===== src/rtl/bifl_pkg.sv =====
// Shared types and constants for the buffer index free list.
package bifl_pkg;

  localparam int DEPTH    = 256;
  localparam int IDX_W    = $clog2(DEPTH);
  localparam int CNT_W    = $clog2(DEPTH + 1);
  localparam int CMD_W    = 2;
  localparam int STATUS_W = 2;

  typedef enum logic [CMD_W-1:0] {
    CMD_ACQUIRE = 2'd0,
    CMD_RELEASE = 2'd1,
    CMD_CHECK   = 2'd2
  } cmd_t;

  typedef enum logic [STATUS_W-1:0] {
    STATUS_OK    = 2'd0,
    STATUS_EMPTY = 2'd1,
    STATUS_ERROR = 2'd2
  } status_t;

  typedef enum logic {
    ST_IDLE,
    ST_EXEC
  } state_t;

  typedef struct packed {
    logic capture;
    logic commit;
    logic restart;
  } ctrl_cmd_t;

endpackage


===== src/rtl/bifl_ctrl.sv =====
// Controller: sequences one transaction at a time and owns the result valid flag.
module bifl_ctrl import bifl_pkg::*; (
  input  logic      clk,
  input  logic      rst,
  input  logic      cfg_valid,
  output logic      cfg_ready,
  input  logic      in_valid,
  output logic      in_ready,
  output logic      out_valid,
  input  logic      out_ready,
  output ctrl_cmd_t cmd
);

  state_t state;
  state_t state_next;
  logic   out_valid_next;
  logic   in_acc;
  logic   out_free;

  assign in_acc   = in_valid & in_ready;
  assign out_free = ~out_valid | out_ready;

  always_comb begin
    state_next = state;
    unique case (state)
      ST_IDLE: begin
        if (in_acc) state_next = ST_EXEC;
      end
      ST_EXEC: begin
        if (out_free) state_next = ST_IDLE;
      end
      default: state_next = ST_IDLE;
    endcase
  end

  always_comb begin
    cfg_ready   = 1'b0;
    in_ready    = 1'b0;
    cmd.capture = 1'b0;
    cmd.commit  = 1'b0;
    cmd.restart = 1'b0;
    unique case (state)
      ST_IDLE: begin
        cfg_ready   = 1'b1;
        in_ready    = ~cfg_valid;
        cmd.capture = in_valid & ~cfg_valid;
        cmd.restart = cfg_valid;
      end
      ST_EXEC: begin
        cmd.commit = out_free;
      end
      default: ;
    endcase
  end

  // result register: loaded on commit, emptied when taken
  always_comb begin
    out_valid_next = out_valid;
    if (cmd.commit) out_valid_next = 1'b1;
    else if (out_ready) out_valid_next = 1'b0;
  end

  always_ff @(posedge clk) begin
    if (rst) begin
      state     <= ST_IDLE;
      out_valid <= 1'b0;
    end else begin
      state     <= state_next;
      out_valid <= out_valid_next;
    end
  end

  a_commit_in_exec: assert property (@(posedge clk) disable iff (rst)
    cmd.commit |-> state == ST_EXEC)
    else $error("commit outside execute state");

  a_no_overwrite: assert property (@(posedge clk) disable iff (rst)
    (cmd.commit && out_valid) |-> out_ready)
    else $error("result overwritten before it was taken");

  a_accept_to_exec: assert property (@(posedge clk) disable iff (rst)
    in_acc |=> (state == ST_EXEC))
    else $error("accepted transaction not executed");

  a_cfg_idle: assert property (@(posedge clk) disable iff (rst)
    (cfg_valid && cfg_ready) |-> (state == ST_IDLE && !in_acc))
    else $error("config write collides with a transaction");

  a_valid_from_commit: assert property (@(posedge clk) disable iff (rst)
    $rose(out_valid) |-> $past(cmd.commit))
    else $error("result valid without commit");

endmodule


===== src/rtl/bifl_datapath.sv =====
// Datapath: pool counters, lease marks, return stack memory and result register.
module bifl_datapath import bifl_pkg::*; (
  input  logic                clk,
  input  logic                rst,
  input  ctrl_cmd_t           cmd,
  input  logic [CNT_W-1:0]    cfg_data,
  input  logic [CMD_W-1:0]    in_command,
  input  logic [IDX_W-1:0]    in_index,
  output logic [STATUS_W-1:0] res_status,
  output logic [IDX_W-1:0]    res_index,
  output logic [CNT_W-1:0]    res_free
);

  logic [CNT_W-1:0]    pool_size;
  logic [CNT_W-1:0]    returned_count;
  logic [CNT_W-1:0]    returned_count_next;
  logic [CNT_W-1:0]    next_fresh;
  logic [CNT_W-1:0]    next_fresh_next;
  logic [DEPTH-1:0]    lease_marks;
  logic [IDX_W-1:0]    stack_mem [DEPTH];
  logic [IDX_W-1:0]    stack_rd;
  logic [IDX_W-1:0]    rd_addr;
  logic [CMD_W-1:0]    cmd_q;
  logic [IDX_W-1:0]    idx_q;
  logic                leased;
  logic                set_lease;
  logic                clr_lease;
  logic                push;
  logic [IDX_W-1:0]    grant;
  status_t             status;
  logic [CNT_W-1:0]    pool_clamped;
  logic [CNT_W-1:0]    free_next;

  // zero acts as one, anything beyond the stack depth acts as the depth
  always_comb begin
    pool_clamped = cfg_data;
    if (cfg_data == '0) pool_clamped = CNT_W'(1);
    else if (cfg_data > CNT_W'(DEPTH)) pool_clamped = CNT_W'(DEPTH);
  end

  assign rd_addr = IDX_W'(returned_count - CNT_W'(1));
  assign leased  = ({1'b0, idx_q} < pool_size) & lease_marks[idx_q];

  always_comb begin
    returned_count_next = returned_count;
    next_fresh_next     = next_fresh;
    set_lease           = 1'b0;
    clr_lease           = 1'b0;
    push                = 1'b0;
    grant               = idx_q;
    status              = STATUS_ERROR;
    unique case (cmd_q)
      CMD_ACQUIRE: begin
        if (returned_count != '0) begin
          returned_count_next = returned_count - CNT_W'(1);
          grant               = stack_rd;
          set_lease           = 1'b1;
          status              = STATUS_OK;
        end else if (next_fresh < pool_size) begin
          next_fresh_next = next_fresh + CNT_W'(1);
          grant           = IDX_W'(next_fresh);
          set_lease       = 1'b1;
          status          = STATUS_OK;
        end else begin
          grant  = '0;
          status = STATUS_EMPTY;
        end
      end
      CMD_RELEASE: begin
        if (leased && returned_count != CNT_W'(DEPTH)) begin
          returned_count_next = returned_count + CNT_W'(1);
          clr_lease           = 1'b1;
          push                = 1'b1;
          status              = STATUS_OK;
        end
      end
      CMD_CHECK: begin
        if (leased) status = STATUS_OK;
      end
      default: ;
    endcase
  end

  assign free_next = returned_count_next + (pool_size - next_fresh_next);

  always_ff @(posedge clk) begin
    if (rst) begin
      pool_size      <= CNT_W'(DEPTH);
      returned_count <= '0;
      next_fresh     <= '0;
      lease_marks    <= '0;
    end else if (cmd.restart) begin
      pool_size      <= pool_clamped;
      returned_count <= '0;
      next_fresh     <= '0;
      lease_marks    <= '0;
    end else if (cmd.commit) begin
      returned_count <= returned_count_next;
      next_fresh     <= next_fresh_next;
      if (set_lease) lease_marks[grant] <= 1'b1;
      if (clr_lease) lease_marks[idx_q] <= 1'b0;
    end
  end

  // top of stack is read every cycle; it is stable while idle
  always_ff @(posedge clk) begin
    if (cmd.commit && push) stack_mem[IDX_W'(returned_count)] <= idx_q;
    stack_rd <= stack_mem[rd_addr];
  end

  always_ff @(posedge clk) begin
    if (cmd.capture) begin
      cmd_q <= in_command;
      idx_q <= in_index;
    end
    if (cmd.commit) begin
      res_status <= status;
      res_index  <= grant;
      res_free   <= free_next;
    end
  end

endmodule


===== src/rtl/buffer_index_free_list.sv =====
// Top level of the buffer index free list allocator.
// Hands out buffer indices, fresh ones ascending from 0, released ones
// most recently released first, and tracks which indices are leased.
// Input stream: tuser carries the command (acquire, release, check),
// tdata the buffer index to release or check.
// Output stream: one result per transaction; tuser carries the status,
// tdata the granted or echoed index and the free count after the item.
// Config channel: writing pool_size restarts the pool; it is taken only
// while no transaction is in flight.
// Each transaction is accepted in idle, where the top of the return stack
// is read from its registered memory port, then runs in execute, which loads
// the result register; the next is accepted only once execute is left.
// If the receiver stalls, one result waits in the output register and the
// next transaction is still accepted; it then holds in execute until the
// waiting result is taken.
// Reset: pool_size 256, no index leased, return stack empty.
module buffer_index_free_list import bifl_pkg::*; (
  input  logic                   clk,
  input  logic                   rst,
  input  logic                   cfg_valid,
  output logic                   cfg_ready,
  input  logic [CNT_W-1:0]       cfg_data,
  input  logic                   s_axis_tvalid,
  output logic                   s_axis_tready,
  input  logic [7:0]             s_axis_tdata,  // [7:0] index to release or check
  input  logic [CMD_W-1:0]       s_axis_tuser,  // [1:0] command
  output logic                   m_axis_tvalid,
  input  logic                   m_axis_tready,
  output logic [23:0]            m_axis_tdata,  // [7:0] granted_index, [16:8] free_count
  output logic [STATUS_W-1:0]    m_axis_tuser   // [1:0] status
);

  ctrl_cmd_t        cmd;
  logic [IDX_W-1:0] res_index;
  logic [CNT_W-1:0] res_free;

  bifl_ctrl u_ctrl (
    .clk       (clk),
    .rst       (rst),
    .cfg_valid (cfg_valid),
    .cfg_ready (cfg_ready),
    .in_valid  (s_axis_tvalid),
    .in_ready  (s_axis_tready),
    .out_valid (m_axis_tvalid),
    .out_ready (m_axis_tready),
    .cmd       (cmd)
  );

  bifl_datapath u_datapath (
    .clk        (clk),
    .rst        (rst),
    .cmd        (cmd),
    .cfg_data   (cfg_data),
    .in_command (s_axis_tuser),
    .in_index   (s_axis_tdata[IDX_W-1:0]),
    .res_status (m_axis_tuser),
    .res_index  (res_index),
    .res_free   (res_free)
  );

  assign m_axis_tdata = {7'd0, res_free, res_index};

endmodule

===== config.mk =====
export PLATFORM = sky130hd
export DESIGN_NAME = buffer_index_free_list
export DESIGN_NICKNAME = d
export VERILOG_FILES = /design/src/rtl/bifl_pkg.sv /design/src/rtl/bifl_ctrl.sv /design/src/rtl/bifl_datapath.sv /design/src/rtl/buffer_index_free_list.sv
export SDC_FILE = /design/constraint.sdc
export NUM_CORES = 2
export LEC_CHECK = 0
export ABC_CLOCK_PERIOD_IN_PS = 20100
export BUFFER_PORTS_ARGS = -buffer_cell sky130_fd_sc_hd__buf_2
export CAP_MARGIN = 15
export CORE_MARGIN = 2
export CORE_UTILIZATION = 50
export DETAILED_ROUTE_END_ITERATION = 7
export PLACE_DENSITY = 0.73
export SKIP_CTS_REPAIR_TIMING = 1
export SLEW_MARGIN = 0
export SYNTH_ARGS = -nofsm -noshare
export SYNTH_HDL_FRONTEND = slang
export SYNTH_SLANG_ARGS = --single-unit

===== constraint.sdc =====
create_clock -name clk -period 20.1 [get_ports clk]
set_input_delay 1.005 -clock clk [delete_from_list [all_inputs] [get_ports clk]]
set_output_delay 1.005 -clock clk [all_outputs]
set_load 0.01 [all_outputs]

### Word-level counts from Yosys, hierarchy flattened

Memories as Yosys holds them, arrays and structs flattened. A register that Yosys moved wholly into a read port is not among the register bits.
Index checks and enable logic that the tools add are counted.

| operators by class | value |
|---|---|
| div/mod/pow operators | 0 |
| bitwise gates (word level) | 10 |
| reduce and logical (&&, ||, !) cells | 9 |
| multipliers | 0 |
| shift-type cells | 0 |
| muxes and demuxes | 44 |
| $add $sub $neg | 5 |
| magnitude comparators | 7 |
| eq/ne operators | 3 |

Operators with widths:

| kind | number |
|---|---|
| 256-bit two-way mux | 5 |
| 256-bit AND | 1 |
| 256-bit inverter | 1 |
| 256-bit bitwise OR | 1 |
| 9-bit two-way mux | 7 |
| 8-bit two-way mux | 3 |
| 1-bit two-way mux | 20 |
| 9-bit by 1-bit adder with 9-bit output, second input constant | 2 |
| 8-bit by 9-bit less-than comparator with 1-bit output, second input constant | 2 |
| 9-bit one-hot mux with 2 select lines | 1 |
| 1-bit demux with 8-bit select | 2 |
| 8-bit by 1-bit greater-or-equal comparator with 1-bit output, second input constant | 2 |
| 9-bit adder | 1 |
| 9-bit greater-than comparator, second input constant | 1 |
| 9-bit logical NOT | 1 |
| 8-bit by 9-bit less-than comparator with 1-bit output | 1 |
| 9-bit less-than comparator | 1 |
| 9-bit != test, second input constant | 1 |
| 9-bit nonzero test | 1 |
| 9-bit by 1-bit subtractor with 9-bit output, second input constant | 1 |
| 9-bit subtractor | 1 |
| 1-bit binary-select mux with 8-bit select | 1 |
| 2-bit two-way mux | 3 |
| 2-bit one-hot mux with 3 select lines | 1 |
| 10 further kinds | 17 |

| word-level totals | value |
|---|---|
| bits in writable memories | 2,048 |
| word-level logic and storage cells | 90 |
| bits in read-only memories | 0 |
| input bits | 24 |
| memories | 1 |
| bits in latches | 0 |
| flip-flop bits (word level) | 314 |

Memories:

| memory | words | width | read ports | clocked after memory_dff | wr ports | line | text |
|---|---|---|---|---|---|---|---|
| u_datapath.stack_mem | 256 | 8 | 1 | 1 | 1 | bifl_datapath.sv:20 | `logic [IDX_W-1:0] stack_mem [DEPTH];` |

### Longest topological paths before layout

| logic depth | value |
|---|---|
| word-level depth | 15 |
| depth in mapped cells | 27 |
| gate-level depth less buffers | 23 |

### Cells and area by module

From an unflattened synthesis, not the netlist that was laid out.

| unflattened totals | value |
|---|---|
| cell total of the unflattened synthesis | 5,677 |
| area total of the unflattened synthesis | 97,503.5 um2 |

By module, submodules not included:

| module | sequential area each (um2) | cells each | times used | area an instance (um2) |
|---|---|---|---|---|
| bifl_datapath | 68,195.4 | 5,657 | 1 | 97,340.9 |
| bifl_ctrl | 40.0 | 12 | 1 | 106.4 |
| buffer_index_free_list | 0.0 | 8 | 1 | 56.3 |

### Least setup slack after synthesis

Ideal clock, no wire load.

| path | value |
|---|---|
| kind | register to register |
| start point | register u_datapath.idx_q[0] |
| end point | register u_datapath.res_free[8] (data pin) |
| arrival | 8.887 ns |
| path slack | 10.957 ns |
| stages on the path, launching flop included | 24 |
| library setup time | 0.255 ns |
| required time | 19.845 ns |
| path through | edfxtp_1 -> buf_4 -> buf_8 -> mux4_2 -> mux4_2 -> a22o_1 -> o21ai_1 -> a41oi_2 -> a2bb2oi_4 -> nand3_1 -> o32ai_1 -> a21oi_1 -> fa_1 -> fa_1 -> a21o_1 -> a21oi_1 -> nor2b_1 -> o21a_1 -> o41a_1 -> xnor2_1 -> xnor2_1 -> nand3_1 -> mux2_2 -> and3_1 |

| on the way | value |
|---|---|
| longest elaborated chain between the ends | 7 |

Ends and longest elaborated chain:

| element | line | text |
|---|---|---|
| start, declared | bifl_datapath.sv:24 | `logic [IDX_W-1:0] idx_q;` |
| start signal, assigned | bifl_datapath.sv:114 | `idx_q <= in_index;` |
| 1-bit binary-select mux with 8-bit select | bifl_datapath.sv:42 | `assign leased = ({1'b0, idx_q} < pool_size) & lease_marks[idx_q];` |
| 1-bit two-way mux (implied by the code) | bifl_datapath.sv:42 |  |
| 1-bit AND (*) | bifl_datapath.sv:42 |  |
| 1-bit logical AND (*) | bifl_datapath.sv:70 | `if (leased && returned_count != CNT_W'(DEPTH)) begin` |
| 9-bit two-way mux (*) | bifl_datapath.sv:70 |  |
| 9-bit one-hot mux with 2 select lines (*) | bifl_datapath.sv:52 | `unique case (cmd_q)` |
| net u_datapath.returned_count_next[1] | bifl_datapath.sv:16 | `logic [CNT_W-1:0] returned_count_next;` |
| 9-bit adder (*) | bifl_datapath.sv:84 | `assign free_next = returned_count_next + (pool_size - next_fresh_next);` |
| net u_datapath.free_next[8] | bifl_datapath.sv:32 | `logic [CNT_W-1:0] free_next;` |
| end signal, assigned | bifl_datapath.sv:119 | `res_free <= free_next;` |
| end, declared | bifl_datapath.sv:11 | `output logic [CNT_W-1:0] res_free` |

Mark *: on every way through the listed nets, which the timed path passes. The rest lies on a longest branch. The select of a mux whose other input is x is not followed.
A chain may end at the register's enable or synchronous reset.

### Worst setup path after layout

| path | value |
|---|---|
| start point | register u_datapath.idx_q[2] |
| end point | register u_datapath.res_free[8] (data pin) |

Same word-level chain as after synthesis.

==> load_flow_metrics.sql <==
INSERT INTO impl_metrics (metric_group, metric, value, unit) VALUES
('sta', 'fin_crit', '8.03', 'ns'),
('cells_and_area', 'finalCoreUtilization', '0.557', ''),
('cells_and_area', 'p_r_area_growth_vs_syn', '10.5', '%'),
('sta', 'worst_slack', '12.07', 'ns'),
('min_path', 'min-delay-path-class', 'in2reg', ''),
('worst_setup_path', 'required', '20.69', 'ns'),
('worst_setup_path', 'path_cells', 'buf_12 -> nor2b_1 -> a22oi_1 -> a31oi_1 -> a31oi_1 -> o21ai_1 -> a41oi_2 -> a2bb2oi_4 -> nand3_1 -> o32ai_1 -> a21oi_1 -> fa_1 -> fa_1 -> a21o_1 -> a21oi_1 -> nor2b_1 -> o21a_1 -> o41a_1 -> xnor2_1 -> xnor2_1 -> nand3_1 -> mux2_2 -> and3_1', ''),
('detailed_routing', 'drtIter0Drc', '7372', ''),
('sta', 'final-hold-violation-count', '0', ''),
('worst_setup_path', 'path_max_fanout', '169', ''),
('sta', 'skew', '0.0700', 'ns'),
('synthesis', 'yosysUniqueCellTypes', '90', ''),
('synthesis', 'number_of_flops_mapped_to_enable_cells_by_yosys', '2077', ''),
('sta', 'post-route-period-util', '0.399', ''),
('synthesis', 'synth_async_sr_flop_share', '0', ''),
('pwr', 'p_leak', '0.0317', 'µW'),
('outcome', 'result_of_the_run', 'completed', ''),
('clock_tree', 'cts-buffers-inserted', '223', ''),
('sta', 'worstMarginPinSlew', '1.30', 'ns'),
('pwr', 'totalPowerFinal', '9800', 'µW'),
('synthesis', 'synth-main-ff-cell', 'sky130_fd_sc_hd__edfxtp_1', ''),
('placed_design', 'portBuffers', '45', ''),
('clock_tree', 'max-clock-path-buffers', '3', ''),
('worst_setup_path', 'worstSetupPathType', 'reg2reg', ''),
('sta', 'setup_viol', '0', ''),
('die', 'start_util', '0.504', ''),
('placed_design', 'preCtsSetupSlack', '12.46', 'ns'),
('worst_setup_path', 'worst_setup_path_end_kind', 'register', ''),
('detailed_routing', 'drcViolationCount', '0', ''),
('sta', 'setup_repair_after_global_routing_missed_its_margin', 'no', ''),
('synthesis', 'synth_seq_cells', '2370', ''),
('flow_run', 'maxCapViolations', '0', ''),
('clock_tree', 'tritoncts', 'yes', ''),
('die', 'die-area', '195000', 'µm²'),
('worst_setup_path', 'critical_path.n_buffers_inverters', '1', ''),
('clock_tree', 'cts-htree-levels', '4', ''),
('clock_tree', 'insertion_delay', '0.89', 'ns'),
('die', 'count_of_standard_cell_rows', '160', ''),
('sta', 'max_clock_freq', '0.125', 'GHz'),
('synthesis', 'synth_top_area_cell', 'sky130_fd_sc_hd__edfxtp_1', ''),
('detailed_routing', 'routed-via-count', '51676', ''),
('die', 'coreArea', '190000', 'µm²'),
('worst_setup_path', 'cpPeakStageDelay', '1.03', 'ns'),
('synthesis', 'ys_top_cells_by_count', 'sky130_fd_sc_hd__edfxtp_1 (2,077), sky130_fd_sc_hd__mux4_2 (683), sky130_fd_sc_hd__nor2_1 (434)', ''),
('detailed_routing', 'route.final.wire_length', '237', 'mm'),
('grt', 'first_global_vias', '50648', ''),
('grt', 'grt_antenna_before_repair', '4', ''),
('grt', 'grt_first_pass_wirelength', '349', 'mm'),
('worst_setup_path', 'critical_path.slowest_cell', 'sky130_fd_sc_hd__edfxtp_1', ''),
('synthesis', 'netlist_instances', '5183', ''),
('detailed_routing', 'detail_route.first_pass.iterations', '6', ''),
('sta', 'finalMaxSlewViolations', '0', ''),
('worst_setup_path', 'worstSetupStartpointType', 'register', ''),
('detailed_routing', 'ant_nets', '0', ''),
('detailed_routing', 'drt-wirelength-per-cell', '30.0', 'µm'),
('sta', 'slew-limit-headroom', '0.129', ''),
('clock_tree', 'numClockSinks', '2370', ''),
('sta', 'finalSetupTns', '0', 'ns'),
('synthesis', 'post_syn_area_per_cell', '18.5', 'µm²'),
('synthesis', 'yosys_warnings', '0', ''),
('placed_design', 'routabilityCongestion', '0.895', ''),
('synthesis', 'synth_area_leaders', 'sky130_fd_sc_hd__edfxtp_1 (65%), sky130_fd_sc_hd__mux4_2 (16%), sky130_fd_sc_hd__dfxtp_1 (6.1%), sky130_fd_sc_hd__a211oi_1 (1.8%), sky130_fd_sc_hd__nor2_1 (1.7%)', ''),
('grt', 'grt_start_max_net_pins', '213', ''),
('pwr', 'vdd.ir_drop.worst', '100', 'µV'),
('detailed_routing', 'via_per_inst', '6.54', ''),
('die', 'ioPinCount', '53', ''),
('pwr', 'p_per_area', '92.4', 'nW/µm²'),
('worst_setup_path', 'timing.critical_path.arrival', '8.62', 'ns'),
('cells_and_area', 'final_layout_size_suffix_gt1_frac', '0.236', ''),
('grt', 'track_usage', '0.241', ''),
('die', 'die-width', '442', 'µm');
[cells in the final DEF, fill, tap and decap left out, types with 49 or more instances in the layout]
master / netlist / final
sky130_fd_sc_hd__clkbuf_1: 194 / 54
sky130_fd_sc_hd__nand2_1: 166 / 153
sky130_fd_sc_hd__dfxtp_1: 293 / 292
sky130_fd_sc_hd__mux4_2: 683 / 683
sky130_fd_sc_hd__edfxtp_1: 2077 / 2077
sky130_fd_sc_hd__nor2_1: 434 / 432
sky130_fd_sc_hd__clkbuf_16: 0 / 224
sky130_fd_sc_hd__buf_4: 20 / 85
sky130_fd_sc_hd__mux2i_1: 59 / 59
sky130_fd_sc_hd__a22oi_1: 49 / 49
sky130_fd_sc_hd__a21oi_1: 281 / 280
sky130_fd_sc_hd__a211oi_1: 232 / 232
[per-stage QoR]
step / cell area [µm²] / cells / hold slack, ns
after global placement: 98700 / 7479 / 0.505
final: 106000 / 7905 / 0.310
after global routing: 106000 / 7903 / 0.286
after detailed placement: 98700 / 7479 / 0.510
after floorplan: 96000 / 5189 / 0.484
after CTS: 106000 / 7897 / 0.258
[area by class of cell]
type	instances	area [µm²]
Tap cell	2511	3140
Multi-Input combinational cell	2429	26100
Clock inverter	135	1390
Clock buffer	283	5880
Sequential cell	2370	68200
Inverter	27	101
Timing Repair Buffer	143	1120
Antenna cell	7	17.5
Fill cell	13913	84400
[path summary, 6_finish.rpt]
path | startpoint | end | slack, ns | depth (start not counted)
hold / removal | s_axis_tdata[7] | u_datapath.idx_q[7] | 0.31 | 1
setup reg to reg | u_datapath.idx_q[2] | u_datapath.res_free[8] | 12.07 | 23
setup / recovery | u_datapath.idx_q[2] | u_datapath.res_free[8] | 12.07 | 23
hold reg to reg | u_datapath.lease_marks[58] | u_datapath.lease_marks[58] | 0.51 | 2
[flip-flops by register name, summed over array words and instances (netlist names)]
register,count
u_datapath.stack_mem,2048
u_datapath.lease_marks,256
u_datapath.next_fresh,9
u_datapath.pool_size,9
u_datapath.res_free,9
u_datapath.returned_count,9
u_datapath.idx_q,8
u_datapath.res_index,8
u_datapath.stack_rd,8
u_datapath.cmd_q,2
u_datapath.res_status,2
u_ctrl.out_valid,1
u_ctrl.state,1
[report_power, final]
group / switching [µW] / total (µW) / internal, µW / leakage (µW)
combinational: 219 / 301 / 82.5 / 0.00715
clock: 1850 / 4150 / 2300 / 0.00350
sequential: 7.23 / 5350 / 5340 / 0.0210
[metal layers]
layer,global-route usage,wire [µm]
met1,0.342,92000
met2,0.375,112000
met3,0.0515,25200
met4,0.0766,7380
met5,0,0
[kinds of logic (layout without fill, tap and decap cells)]
logic type               Yosys count  in the layout  synth area share
AO/OA/AOI/OAI                    759            759            0.0525
XOR/XNOR                          29             29           0.00265
adder cells (fa/ha/maj)           39             39           0.00571
buffers and inverters            390            588            0.0192
flip-flops                      2370           2370             0.711
multiplexers                     751            751             0.168
other                              1             14         0.0000391
AND/OR/NAND/NOR                  844            844            0.0413
(Power assumes the default switching activity.)
